[src/rtl/xrng_pkg.sv]
// xrng_pkg: shared types, constants and functions for the xoshiro256** block.
// Depends on nothing; used by xrng_front, xrng_back and the top level under rtl.
package xrng_pkg;

   typedef enum logic [2:0] {
      OP_SEED   = 3'd0,
      OP_WORD64 = 3'd1,
      OP_UPPER  = 3'd2,
      OP_BOOL   = 3'd3,
      OP_RANGE  = 3'd4,
      OP_FRAC   = 3'd5,
      OP_RSVD6  = 3'd6,
      OP_RSVD7  = 3'd7
   } opcode_type;

   localparam logic [63:0] GOLDEN_INC = 64'h9E3779B97F4A7C15;
   localparam logic [63:0] MIX_MUL_A  = 64'hBF58476D1CE4E5B9;
   localparam logic [63:0] MIX_MUL_B  = 64'h94D049BB133111EB;

   // reset state: SplitMix64 expansion of seed zero
   localparam logic [63:0] RESET_S0 = 64'hE220A8397B1DCDAF;
   localparam logic [63:0] RESET_S1 = 64'h6E789E6AA1B965F4;
   localparam logic [63:0] RESET_S2 = 64'h06C45D188009454F;
   localparam logic [63:0] RESET_S3 = 64'hF88BB8A8724C81EC;

   // classified command passed from the front end to the back end
   typedef struct packed {
      opcode_type  op;
      logic        degen;
      logic [63:0] seed;
      logic [31:0] lo;
      logic [32:0] span;
   } cmd_type;

   typedef enum logic [3:0] {
      ST_IDLE,
      ST_SEED_ADD,
      ST_SEED_M1,
      ST_SEED_M2,
      ST_SEED_FIN,
      ST_REM,
      ST_DRAW,
      ST_CHECK,
      ST_MOD,
      ST_DONE
   } state_type;

   function automatic logic [63:0] rotl(input logic [63:0] x, input int unsigned n);
      rotl = (x << n) | (x >> (64 - n));
   endfunction

endpackage

[src/rtl/xrng_mul64.sv]
// xrng_mul64: 64x64 low-half multiplier built from 32x32 partial products.
// Depends on nothing; used by xrng_back.
module xrng_mul64 (
   input  logic        clock,
   input  logic        reset,
   input  logic        start,
   input  logic [63:0] a,
   input  logic [63:0] b,
   output logic        done,
   output logic [63:0] product
);
   logic [2:0]  step_ff, step_in;
   logic [63:0] a_ff, b_ff, acc_ff, acc_in;
   logic [31:0] pa, pb;
   logic [63:0] pp_ff;
   logic        load;

   // a new operation may start when idle or in the cycle that the last one finishes
   assign load = start && (step_ff == 3'd0 || step_ff == 3'd4);

   always_comb begin
      pa = a_ff[31:0];
      pb = b_ff[31:0];
      unique case (step_ff)
         3'd1:    begin pa = a_ff[31:0];  pb = b_ff[31:0];  end
         3'd2:    begin pa = a_ff[31:0];  pb = b_ff[63:32]; end
         3'd3:    begin pa = a_ff[63:32]; pb = b_ff[31:0];  end
         default: begin pa = a_ff[31:0];  pb = b_ff[31:0];  end
      endcase
   end

   always_comb begin
      acc_in = acc_ff;
      unique case (step_ff)
         3'd2:    acc_in = pp_ff;
         3'd3:    acc_in = acc_ff + {pp_ff[31:0], 32'd0};
         3'd4:    acc_in = acc_ff + {pp_ff[31:0], 32'd0};
         default: acc_in = acc_ff;
      endcase
      step_in = (step_ff == 3'd0 || step_ff == 3'd4) ? (start ? 3'd1 : 3'd0)
              : step_ff + 3'd1;
   end

   always_ff @(posedge clock) begin
      if (reset) begin
         step_ff <= 3'd0;
      end else begin
         step_ff <= step_in;
      end
      if (load) begin
         a_ff <= a;
         b_ff <= b;
      end
      pp_ff  <= {32'd0, pa} * {32'd0, pb};
      acc_ff <= acc_in;
   end

   // the last partial product is added on the way out
   assign done    = (step_ff == 3'd4);
   assign product = acc_in;
endmodule

[src/rtl/xrng_divmod.sv]
// xrng_divmod: restoring remainder of a 64-bit dividend by a 33-bit divisor,
// one quotient bit a cycle. Depends on nothing.
module xrng_divmod (
   input  logic        clock,
   input  logic        reset,
   input  logic        start,
   input  logic [63:0] dividend,
   input  logic [32:0] divisor,
   output logic        done,
   output logic [32:0] remainder
);
   logic [6:0]  cnt_ff, cnt_in;
   logic [63:0] num_ff, num_in;
   logic [33:0] rem_ff, rem_in, trial;
   logic [32:0] div_ff;
   logic        busy_ff, busy_in;

   always_comb begin
      trial   = {rem_ff[32:0], num_ff[63]} - {1'b0, div_ff};
      num_in  = num_ff;
      rem_in  = rem_ff;
      cnt_in  = cnt_ff;
      busy_in = busy_ff;
      if (!busy_ff) begin
         if (start) begin
            busy_in = 1'b1;
            num_in  = dividend;
            rem_in  = 34'd0;
            cnt_in  = 7'd0;
         end
      end else begin
         num_in = {num_ff[62:0], 1'b0};
         rem_in = trial[33] ? {rem_ff[32:0], num_ff[63]} : trial;
         cnt_in = cnt_ff + 7'd1;
         if (cnt_ff == 7'd63) busy_in = 1'b0;
      end
   end

   always_ff @(posedge clock) begin
      if (reset) begin
         busy_ff <= 1'b0;
         cnt_ff  <= 7'd0;
      end else begin
         busy_ff <= busy_in;
         cnt_ff  <= cnt_in;
      end
      if (start && !busy_ff) div_ff <= divisor;
      num_ff <= num_in;
      rem_ff <= rem_in;
   end

   assign done      = busy_ff && (cnt_ff == 7'd63);
   assign remainder = rem_in[32:0];
endmodule

[src/rtl/xrng_front.sv]
// xrng_front: accepts request transfers, classifies them and queues commands.
// Depends on xrng_pkg.
module xrng_front #(
   parameter int DEPTH = 2
) (
   input  logic               clock,
   input  logic               reset,
   input  logic               req_tvalid,
   output logic               req_tready,
   input  logic [135:0]       req_tdata,
   output logic               cmd_valid,
   input  logic               cmd_take,
   output xrng_pkg::cmd_type  cmd
);
   localparam int AW = (DEPTH > 1) ? $clog2(DEPTH) : 1;
   xrng_pkg::cmd_type q_ff [DEPTH];
   logic [AW-1:0] wp_ff, rp_ff;
   logic [AW:0]   cnt_ff;
   xrng_pkg::cmd_type c;
   logic          push, pop;
   logic signed [32:0] lo_s, hi_s;

   always_comb begin
      c.op    = xrng_pkg::opcode_type'(req_tdata[2:0]);
      c.seed  = req_tdata[66:3];
      c.lo    = req_tdata[98:67];
      lo_s    = {req_tdata[98], req_tdata[98:67]};
      hi_s    = {req_tdata[130], req_tdata[130:99]};
      c.degen = (lo_s >= hi_s);
      c.span  = 33'(hi_s - lo_s);
   end

   assign req_tready = (cnt_ff != (AW+1)'(DEPTH));
   // drop reserved opcodes at the door
   assign push = req_tvalid && req_tready &&
                 c.op != xrng_pkg::OP_RSVD6 && c.op != xrng_pkg::OP_RSVD7;
   assign pop  = cmd_take && cmd_valid;
   assign cmd_valid = (cnt_ff != '0);
   assign cmd = q_ff[rp_ff];

   always_ff @(posedge clock) begin
      if (reset) begin
         wp_ff  <= '0;
         rp_ff  <= '0;
         cnt_ff <= '0;
      end else begin
         if (push) wp_ff <= (wp_ff == AW'(DEPTH-1)) ? '0 : wp_ff + AW'(1);
         if (pop)  rp_ff <= (rp_ff == AW'(DEPTH-1)) ? '0 : rp_ff + AW'(1);
         cnt_ff <= cnt_ff + (AW+1)'(push) - (AW+1)'(pop);
      end
      if (push) q_ff[wp_ff] <= c;
   end

   a_cnt_bound: assert property (@(posedge clock) disable iff (reset)
      cnt_ff <= (AW+1)'(DEPTH)) else $error("queue count over depth");
   a_no_pop_empty: assert property (@(posedge clock) disable iff (reset)
      pop |-> cnt_ff != '0) else $error("pop from empty queue");
   a_full_stall: assert property (@(posedge clock) disable iff (reset)
      cnt_ff == (AW+1)'(DEPTH) |-> !req_tready) else $error("ready while full");
endmodule

[src/rtl/xrng_back.sv]
// xrng_back: executes queued commands: seeding, draws, rejection and reduction.
// Depends on xrng_pkg, xrng_mul64 and xrng_divmod.
module xrng_back (
   input  logic               clock,
   input  logic               reset,
   input  logic               cmd_valid,
   output logic               cmd_take,
   input  xrng_pkg::cmd_type  cmd,
   output logic               rsp_tvalid,
   input  logic               rsp_tready,
   output logic [103:0]       rsp_tdata
);
   xrng_pkg::state_type st_ff, st_in;
   logic [63:0] s0_ff, s1_ff, s2_ff, s3_ff;
   logic [63:0] acc_ff, z_ff, w_ff, lim_ff;
   logic [32:0] rem_ff;
   logic [1:0]  k_ff;
   xrng_pkg::cmd_type c_ff;
   logic [63:0] word_ff;
   logic [31:0] rng_ff;
   logic [2:0]  kind_ff;
   logic        out_v_ff;

   logic        mul_start, mul_done, dv_start, dv_done;
   logic [63:0] mul_a, mul_b, mul_p, dv_num, outw, rot1, acc_nx;
   logic [32:0] dv_rem;
   logic        rem_mode_ff;

   xrng_mul64 u_mul (.clock, .reset, .start(mul_start), .a(mul_a), .b(mul_b),
                     .done(mul_done), .product(mul_p));
   xrng_divmod u_div (.clock, .reset, .start(dv_start), .dividend(dv_num),
                      .divisor(c_ff.span), .done(dv_done), .remainder(dv_rem));

   assign rot1 = xrng_pkg::rotl(s1_ff * 64'd5, 7);
   assign outw = rot1 + {rot1[60:0], 3'd0};
   // advance the SplitMix64 counter before mixing; chain the second multiply
   // straight off the first product
   assign acc_nx = acc_ff + xrng_pkg::GOLDEN_INC;
   assign mul_a = (st_ff == xrng_pkg::ST_SEED_ADD) ? (acc_nx ^ (acc_nx >> 30))
                                                   : (mul_p ^ (mul_p >> 27));
   assign mul_b = (st_ff == xrng_pkg::ST_SEED_ADD) ? xrng_pkg::MIX_MUL_A
                                                   : xrng_pkg::MIX_MUL_B;
   assign dv_num = (st_ff == xrng_pkg::ST_REM) ? (64'd0 - {31'd0, c_ff.span}) : w_ff;
   assign cmd_take = (st_ff == xrng_pkg::ST_IDLE) && !out_v_ff;

   always_comb begin
      st_in = st_ff;
      unique case (st_ff)
         xrng_pkg::ST_IDLE:
            if (cmd_valid && !out_v_ff) begin
               if (cmd.op == xrng_pkg::OP_SEED) st_in = xrng_pkg::ST_SEED_ADD;
               else if (cmd.op == xrng_pkg::OP_RANGE && !cmd.degen)
                  st_in = xrng_pkg::ST_REM;
               else if (cmd.op == xrng_pkg::OP_RANGE) st_in = xrng_pkg::ST_DONE;
               else st_in = xrng_pkg::ST_DRAW;
            end
         xrng_pkg::ST_SEED_ADD: st_in = xrng_pkg::ST_SEED_M1;
         xrng_pkg::ST_SEED_M1:  if (mul_done) st_in = xrng_pkg::ST_SEED_M2;
         xrng_pkg::ST_SEED_M2:  if (mul_done) st_in = xrng_pkg::ST_SEED_FIN;
         xrng_pkg::ST_SEED_FIN:
            st_in = (k_ff == 2'd3) ? xrng_pkg::ST_IDLE : xrng_pkg::ST_SEED_ADD;
         xrng_pkg::ST_REM:      if (dv_done) st_in = xrng_pkg::ST_DRAW;
         xrng_pkg::ST_DRAW:
            st_in = (c_ff.op == xrng_pkg::OP_RANGE) ? xrng_pkg::ST_CHECK
                                                   : xrng_pkg::ST_DONE;
         xrng_pkg::ST_CHECK:
            st_in = (rem_ff != 33'd0 && w_ff >= lim_ff) ? xrng_pkg::ST_DRAW
                                                       : xrng_pkg::ST_MOD;
         xrng_pkg::ST_MOD:      if (dv_done) st_in = xrng_pkg::ST_DONE;
         xrng_pkg::ST_DONE:     st_in = xrng_pkg::ST_IDLE;
         default:               st_in = xrng_pkg::ST_IDLE;
      endcase
   end

   always_comb begin
      mul_start = 1'b0;
      dv_start  = 1'b0;
      unique case (st_ff)
         xrng_pkg::ST_SEED_ADD: mul_start = 1'b1;
         xrng_pkg::ST_SEED_M1:  mul_start = mul_done;
         xrng_pkg::ST_REM:      dv_start  = !rem_mode_ff;
         xrng_pkg::ST_CHECK:    dv_start  = !(rem_ff != 33'd0 && w_ff >= lim_ff);
         default: ;
      endcase
   end

   always_ff @(posedge clock) begin
      if (reset) begin
         st_ff    <= xrng_pkg::ST_IDLE;
         out_v_ff <= 1'b0;
         s0_ff <= xrng_pkg::RESET_S0;
         s1_ff <= xrng_pkg::RESET_S1;
         s2_ff <= xrng_pkg::RESET_S2;
         s3_ff <= xrng_pkg::RESET_S3;
         rem_mode_ff <= 1'b0;
      end else begin
         st_ff <= st_in;
         if (rsp_tvalid && rsp_tready) out_v_ff <= 1'b0;
         if (st_ff == xrng_pkg::ST_IDLE && cmd_valid && !out_v_ff) begin
            c_ff   <= cmd;
            acc_ff <= cmd.seed;
            k_ff   <= 2'd0;
         end
         if (st_ff == xrng_pkg::ST_SEED_ADD) acc_ff <= acc_nx;
         if (st_ff == xrng_pkg::ST_SEED_M1 && mul_done) z_ff <= mul_p;
         if (st_ff == xrng_pkg::ST_SEED_M2 && mul_done) z_ff <= mul_p;
         if (st_ff == xrng_pkg::ST_SEED_FIN) begin
            // shift the new word in at the top; four steps fill s0..s3
            s0_ff <= s1_ff;
            s1_ff <= s2_ff;
            s2_ff <= s3_ff;
            s3_ff <= z_ff ^ (z_ff >> 31);
            k_ff  <= k_ff + 2'd1;
         end
         if (st_ff == xrng_pkg::ST_REM) begin
            rem_mode_ff <= !dv_done;
            if (dv_done) begin
               rem_ff <= dv_rem;
               lim_ff <= 64'd0 - {31'd0, dv_rem};
            end
         end
         if (st_ff == xrng_pkg::ST_DRAW) begin
            w_ff  <= outw;
            s2_ff <= s2_ff ^ s0_ff ^ (s1_ff << 17);
            s3_ff <= xrng_pkg::rotl(s3_ff ^ s1_ff, 45);
            s1_ff <= s1_ff ^ s2_ff ^ s0_ff;
            s0_ff <= s0_ff ^ s3_ff ^ s1_ff;
         end
         if (st_ff == xrng_pkg::ST_DONE) begin
            out_v_ff <= 1'b1;
            kind_ff  <= c_ff.op;
            unique case (c_ff.op)
               xrng_pkg::OP_WORD64: begin word_ff <= w_ff;       rng_ff <= 32'd0; end
               xrng_pkg::OP_UPPER:  begin word_ff <= w_ff >> 32; rng_ff <= 32'd0; end
               xrng_pkg::OP_BOOL:   begin word_ff <= w_ff >> 63; rng_ff <= 32'd0; end
               xrng_pkg::OP_FRAC:   begin word_ff <= w_ff >> 11; rng_ff <= 32'd0; end
               xrng_pkg::OP_RANGE: begin
                  word_ff <= 64'd0;
                  rng_ff  <= c_ff.degen ? c_ff.lo : c_ff.lo + rem_ff[31:0];
               end
               default: begin word_ff <= 64'd0; rng_ff <= 32'd0; end
            endcase
         end
         if (st_ff == xrng_pkg::ST_MOD && dv_done) rem_ff <= dv_rem;
      end
   end

   assign rsp_tvalid = out_v_ff;
   assign rsp_tdata  = {5'd0, kind_ff, rng_ff, word_ff};

   a_hold: assert property (@(posedge clock) disable iff (reset)
      rsp_tvalid && !rsp_tready |=> rsp_tvalid) else $error("result dropped");
   a_take_idle: assert property (@(posedge clock) disable iff (reset)
      cmd_take |-> st_ff == xrng_pkg::ST_IDLE && !out_v_ff) else $error("bad take");
   a_kind: assert property (@(posedge clock) disable iff (reset)
      rsp_tvalid |-> kind_ff != xrng_pkg::OP_SEED) else $error("seed gave result");
endmodule

[src/rtl/xoshiro256ss_prng_with_range.sv]
// xoshiro256ss_prng_with_range: top level of the xoshiro256** generator.
// Depends on xrng_pkg, xrng_front and xrng_back.
//
//  channel | dir | handshake            | payload
//  req     | in  | req_tvalid/tready    | opcode, seed_value, range_begin, range_end
//  rsp     | out | rsp_tvalid/tready    | word_value, ranged_value, result_kind
//
// Sequence: a plain draw is taken from the queue, drawn, formatted into the
// result register, and the result transferred before the next command is taken.
// Seeding takes the command, then runs four SplitMix64 steps, each using the
// shared 64-bit multiplier twice. A ranged draw first finds 2^64 mod span, then
// draws words until one passes rejection, then reduces it, both remainders coming
// from the one-bit-a-cycle remainder unit.
// Reset loads the seed-zero state at once. The front queue keeps taking
// requests while the back end works or a result waits on rsp_tready, until
// its QUEUE_DEPTH entries are full.
module xoshiro256ss_prng_with_range #(
   parameter int QUEUE_DEPTH = 2
) (
   input  logic         clock,
   input  logic         reset,
   input  logic         req_tvalid,
   output logic         req_tready,
   // [2:0] opcode, [66:3] seed_value, [98:67] range_begin, [130:99] range_end
   input  logic [135:0] req_tdata,
   output logic         rsp_tvalid,
   input  logic         rsp_tready,
   // [63:0] word_value, [95:64] ranged_value, [98:96] result_kind
   output logic [103:0] rsp_tdata
);
   logic              cmd_valid, cmd_take;
   xrng_pkg::cmd_type cmd;

   // front: accept and classify, queue for the back end
   xrng_front #(.DEPTH(QUEUE_DEPTH)) u_front (
      .clock, .reset, .req_tvalid, .req_tready, .req_tdata,
      .cmd_valid, .cmd_take, .cmd
   );

   // back: advance state, reject, reduce, hold result
   xrng_back u_back (
      .clock, .reset, .cmd_valid, .cmd_take, .cmd,
      .rsp_tvalid, .rsp_tready, .rsp_tdata
   );
endmodule

[config.mk]
export PLATFORM = sky130hd
export DESIGN_NAME = xoshiro256ss_prng_with_range
export DESIGN_NICKNAME = d
export VERILOG_FILES = /design/src/rtl/xrng_pkg.sv /design/src/rtl/xrng_mul64.sv /design/src/rtl/xrng_divmod.sv /design/src/rtl/xrng_front.sv /design/src/rtl/xrng_back.sv /design/src/rtl/xoshiro256ss_prng_with_range.sv
export SDC_FILE = /design/constraint.sdc
export NUM_CORES = 2
export LEC_CHECK = 0
export ABC_AREA = 1
export BUFFER_PORTS_ARGS = -buffer_cell sky130_fd_sc_hd__buf_2
export CAP_MARGIN = 0
export CORE_MARGIN = 2
export CORE_UTILIZATION = 40
export DETAILED_ROUTE_END_ITERATION = 8
export PLACE_DENSITY_LB_ADDON = 0.25
export REMOVE_ABC_BUFFERS = 1
export SLEW_MARGIN = 20
export SYNTH_ARGS = -nofsm -noshare
export SYNTH_HDL_FRONTEND = slang
export SYNTH_SLANG_ARGS = --single-unit
[constraint.sdc]
create_clock -name clock -period 8.4 [get_ports clock]
set_clock_uncertainty 0.15 [all_clocks]
set_input_delay 0.84 -clock clock [delete_from_list [all_inputs] [get_ports clock]]
set_output_delay 0.84 -clock clock [all_outputs]
set_load 0.01 [all_outputs]
==> metrics.md <==
| Metric | Value |
|---|---|
| Setup ws final | between 150 and 200 ps |
| Crit path top cell by count | fa_1 |
| Initial Util | 0.402 |
| Worst min-delay path category | in2reg |
| Sequential cell area | approximately 35,000 sq um |
| Initial antenna violation count | 19 |
| Largest cells by area after synthesis | edfxtp_1, fa_1, ha_1, dfxtp_1, inv_1 |
| Clock Path Buffers | 3 |
| Most common cell after layout, fill and taps aside | inv_1 |
| H-tree levels | 4 |
| R2R setup slack | ~160 ps |
| Slowest cell delay on critical path | around 650 ps |
| CP max stage cell | fa_1 |
| Synth Warn # | 0 |
| Number of buffers added on ports | ~240 |
| Top FF cell, synth | edfxtp_1 |
| Die Area | ~260,000 sq um |
| Worst-Margin Slew | 1130 ps |
| Fillers | roughly 24,000 |
| Share of layout cells above drive strength 1 | 0.141 |
| Placed Cells | roughly 15,000 |
| Number of global-route vias before repair | 84,100 |
| Final setup viols | 0 |
| Worst-path maximum fanout | 6 |
| Initial DRC count | about 7,400 |
| Die H | 507 um |
| Wirelength per Cell | around 24 um |
| Hold Vio Cnt, Final | 0 |
| Endpoint type of the worst setup path | flip-flop |
| Row count | 184 |
| Multi-input gate area | between 50,000 and 60,000 sq um |
| Post-route DRC | 0 |
| Clock-pin slew on the worst setup and hold paths | 60 ps |
| Via count | 83,900 |
| Critical path launch point type | flip-flop |
| Outcome | complete, no violations |
| Place WS | -918 ps |
| RSZ-0062 raised after global routing | true |
| Commonest cells after routing, fill and taps aside | inv_1, nand2_1, nor2_1, edfxtp_1, fa_1 |
| Max Clock Freq | approximately 120 MHz |
| CTS tree | built |
| Design area | 119,000 sq um |
| Slew Viols, Final | 0 |
| Mapped Cells | roughly 11,000 |
| DP Area | 112,000 sq um |
| Nets | between 10,000 and 15,000 |
| CP Buf/Inv Count | 14 |
| Post-DP HPWL | 314,000 um |
| Final wirelength | about 380,000 um |
| Number of flops mapped to enable cells by yosys | about 860 |
| Maxcap violations | 0 |
| GP Congestion | 0.989 |
| Leading area contributor after synthesis | edfxtp_1 |
| Syn Std Cell Area | slightly above 100,000 sq um |
| Final std cells w/o fill | 15,700 |
| Share of flip-flops with an asynchronous set or reset | 0 |
| TritonCTS sink count | around 1,300 |
| DRT Pass-1 Iters | 6 |
| Vias per cell | 5.33 |
| Core Area | between 200,000 and 300,000 sq um |
| Synth top area share | 0.255 |
| Post-DRT Antenna Nets | 0 |
| Total congestion overflow | 0 |
| WP data arrival | approximately 9000 ps |
| Final worst path period share | 0.981 |
| Post-layout min period | about 8000 ps |
| Total GRT Usage | 0.293 |
| Die Width | around 510 um |
| Max-slew headroom | 0.243 |
| CTS buffer count | between 100 and 150 |
| Largest net degree at the start of global routing | 97 |
| Worst Path Required | 8920 ps |
| #FFs+latches synth | 1,297 |
| Syn avg cell area | just under 9 sq um |
| Sequential element share of the synthesized area | 0.342 |
| Area Growth Syn to Fin | 17.3% |
| Worst skew pair latency | around 790 ps |
| Root Buffer | clkbuf_16 |
| CP Class | reg2reg |
| Library cells used by synthesis | 70 |
| TNS Setup | 0 ps |
| First-pass GRT wire length | approximately 560,000 um |
| Ports | approximately 250 |
| Crit path max-delay family | adder cells |
[per-layer routing]
layer  vias to the layer above  part of all wire  global-route usage  wire [um]
li1                      39000                 -                   -          -
met1                     41300              0.43               0.400     164000
met2                      3035              0.46               0.469     175000
met3                       581             0.062              0.0371      23600
met4                         8             0.050               0.126      18900
met5                         -           0.00014                   0         53
[stage by stage]
stage,utilization,hold WS [ps]
3_3_place_gp,0.444,298
4_1_cts,0.466,22.9
2_1_floorplan,-,276
3_5_place_dp,0.444,312
6_report,0.472,81.4
5_1_grt,0.471,43.8
[final cells by class]
cell class	count	area share
tap	3348	0.0353
multi-input combinational	7738	0.498
sequential	1297	0.291
timing repair buffer	1082	0.0698
antenna	10	0.000211
clock buffer	187	0.0332
clock inverter	80	0.00816
inverter	2003	0.0640
[cell usage after synthesis, types with 18 or more instances]
cell type  number
nand3_1       407
fa_1          835
nor2_1        988
a21o_1         32
a21oi_1       656
o221ai_1       50
o21bai_1       54
nand4_1        49
a221oi_1       45
nor4_1         33
nand2_2        24
nor2_2         18
inv_1        1967
o21a_1         50
a31oi_1       145
nand2_1      1867
ha_1          709
clkbuf_1      288
xnor2_1       200
or2_2          20
o211ai_1      135
a21boi_0       18
o21ai_1        60
buf_1          40
xor2_1        421
dfxtp_1       440
edfxtp_1      857
a22o_1         27
a22oi_1        52
mux2i_1        35
o21ai_0       609
inv_2          24
o22ai_1        22
nor3_1         60
[kinds of logic after synthesis]
family / count (synthesis) / synth area share
compound gates: 2023 / 0.118
xor+xnor: 621 / 0.0538
fa+ha+maj: 1544 / 0.253
buf+inv: 2352 / 0.0881
flops: 1297 / 0.342
mux: 35 / 0.00347
other cells: 1 / 0.0000371
simple gates: 3510 / 0.142
[state kept, by name, summed over array words and instances, names as in the netlist, 34 cells and up, named ones only]
name and flops:
u_back.w_ff 64, u_back.s2_ff 64, u_back.u_mul.acc_ff 64, u_back.u_mul.pp_ff 64, u_back.u_mul.a_ff 64, u_back.lim_ff 34
u_back.s1_ff 64, u_back.acc_ff 64, u_front.q_ff 266, u_back.u_div.num_ff 64, u_back.s0_ff 64, u_back.z_ff 64
u_back.word_ff 64, u_back.s3_ff 64, u_back.c_ff 69
[final timing paths]
kind	start	end	cells after the start
worst max-delay path	u_back.u_mul.step_ff[0]	u_back.u_mul.pp_ff[45]	34
worst min-delay path	req_tdata[54]	u_front.q_ff[1][116]	1
worst max register to register	u_back.u_mul.step_ff[0]	u_back.u_mul.pp_ff[45]	34
worst min register to register	u_back.rem_mode_ff	u_back.rem_mode_ff	2
[worst register-to-register path: cells and delay by family (launching register included)]
family	cells	cell delay [ps]
adders and majority gates	11	4780
buffers and inverters	14	1590
AOI/OAI and AO/OA	6	960
DFF	1	340
and+or+nand+nor	2	220
xor gates and xnor gates	1	130
[what timing repair did]
action | 4_1_cts | 5_1_grt
hold buffers | 0 | 0
pin swaps | 24 | 113
endpoints found under the setup margin | 44 | 41
gates resized for setup | 120 | 308
buffers inserted | 14 | 35
Power is left out: the tool's default activity adds up to more than one toggle a clock period on the data nets, which glitch-free logic cannot reach.
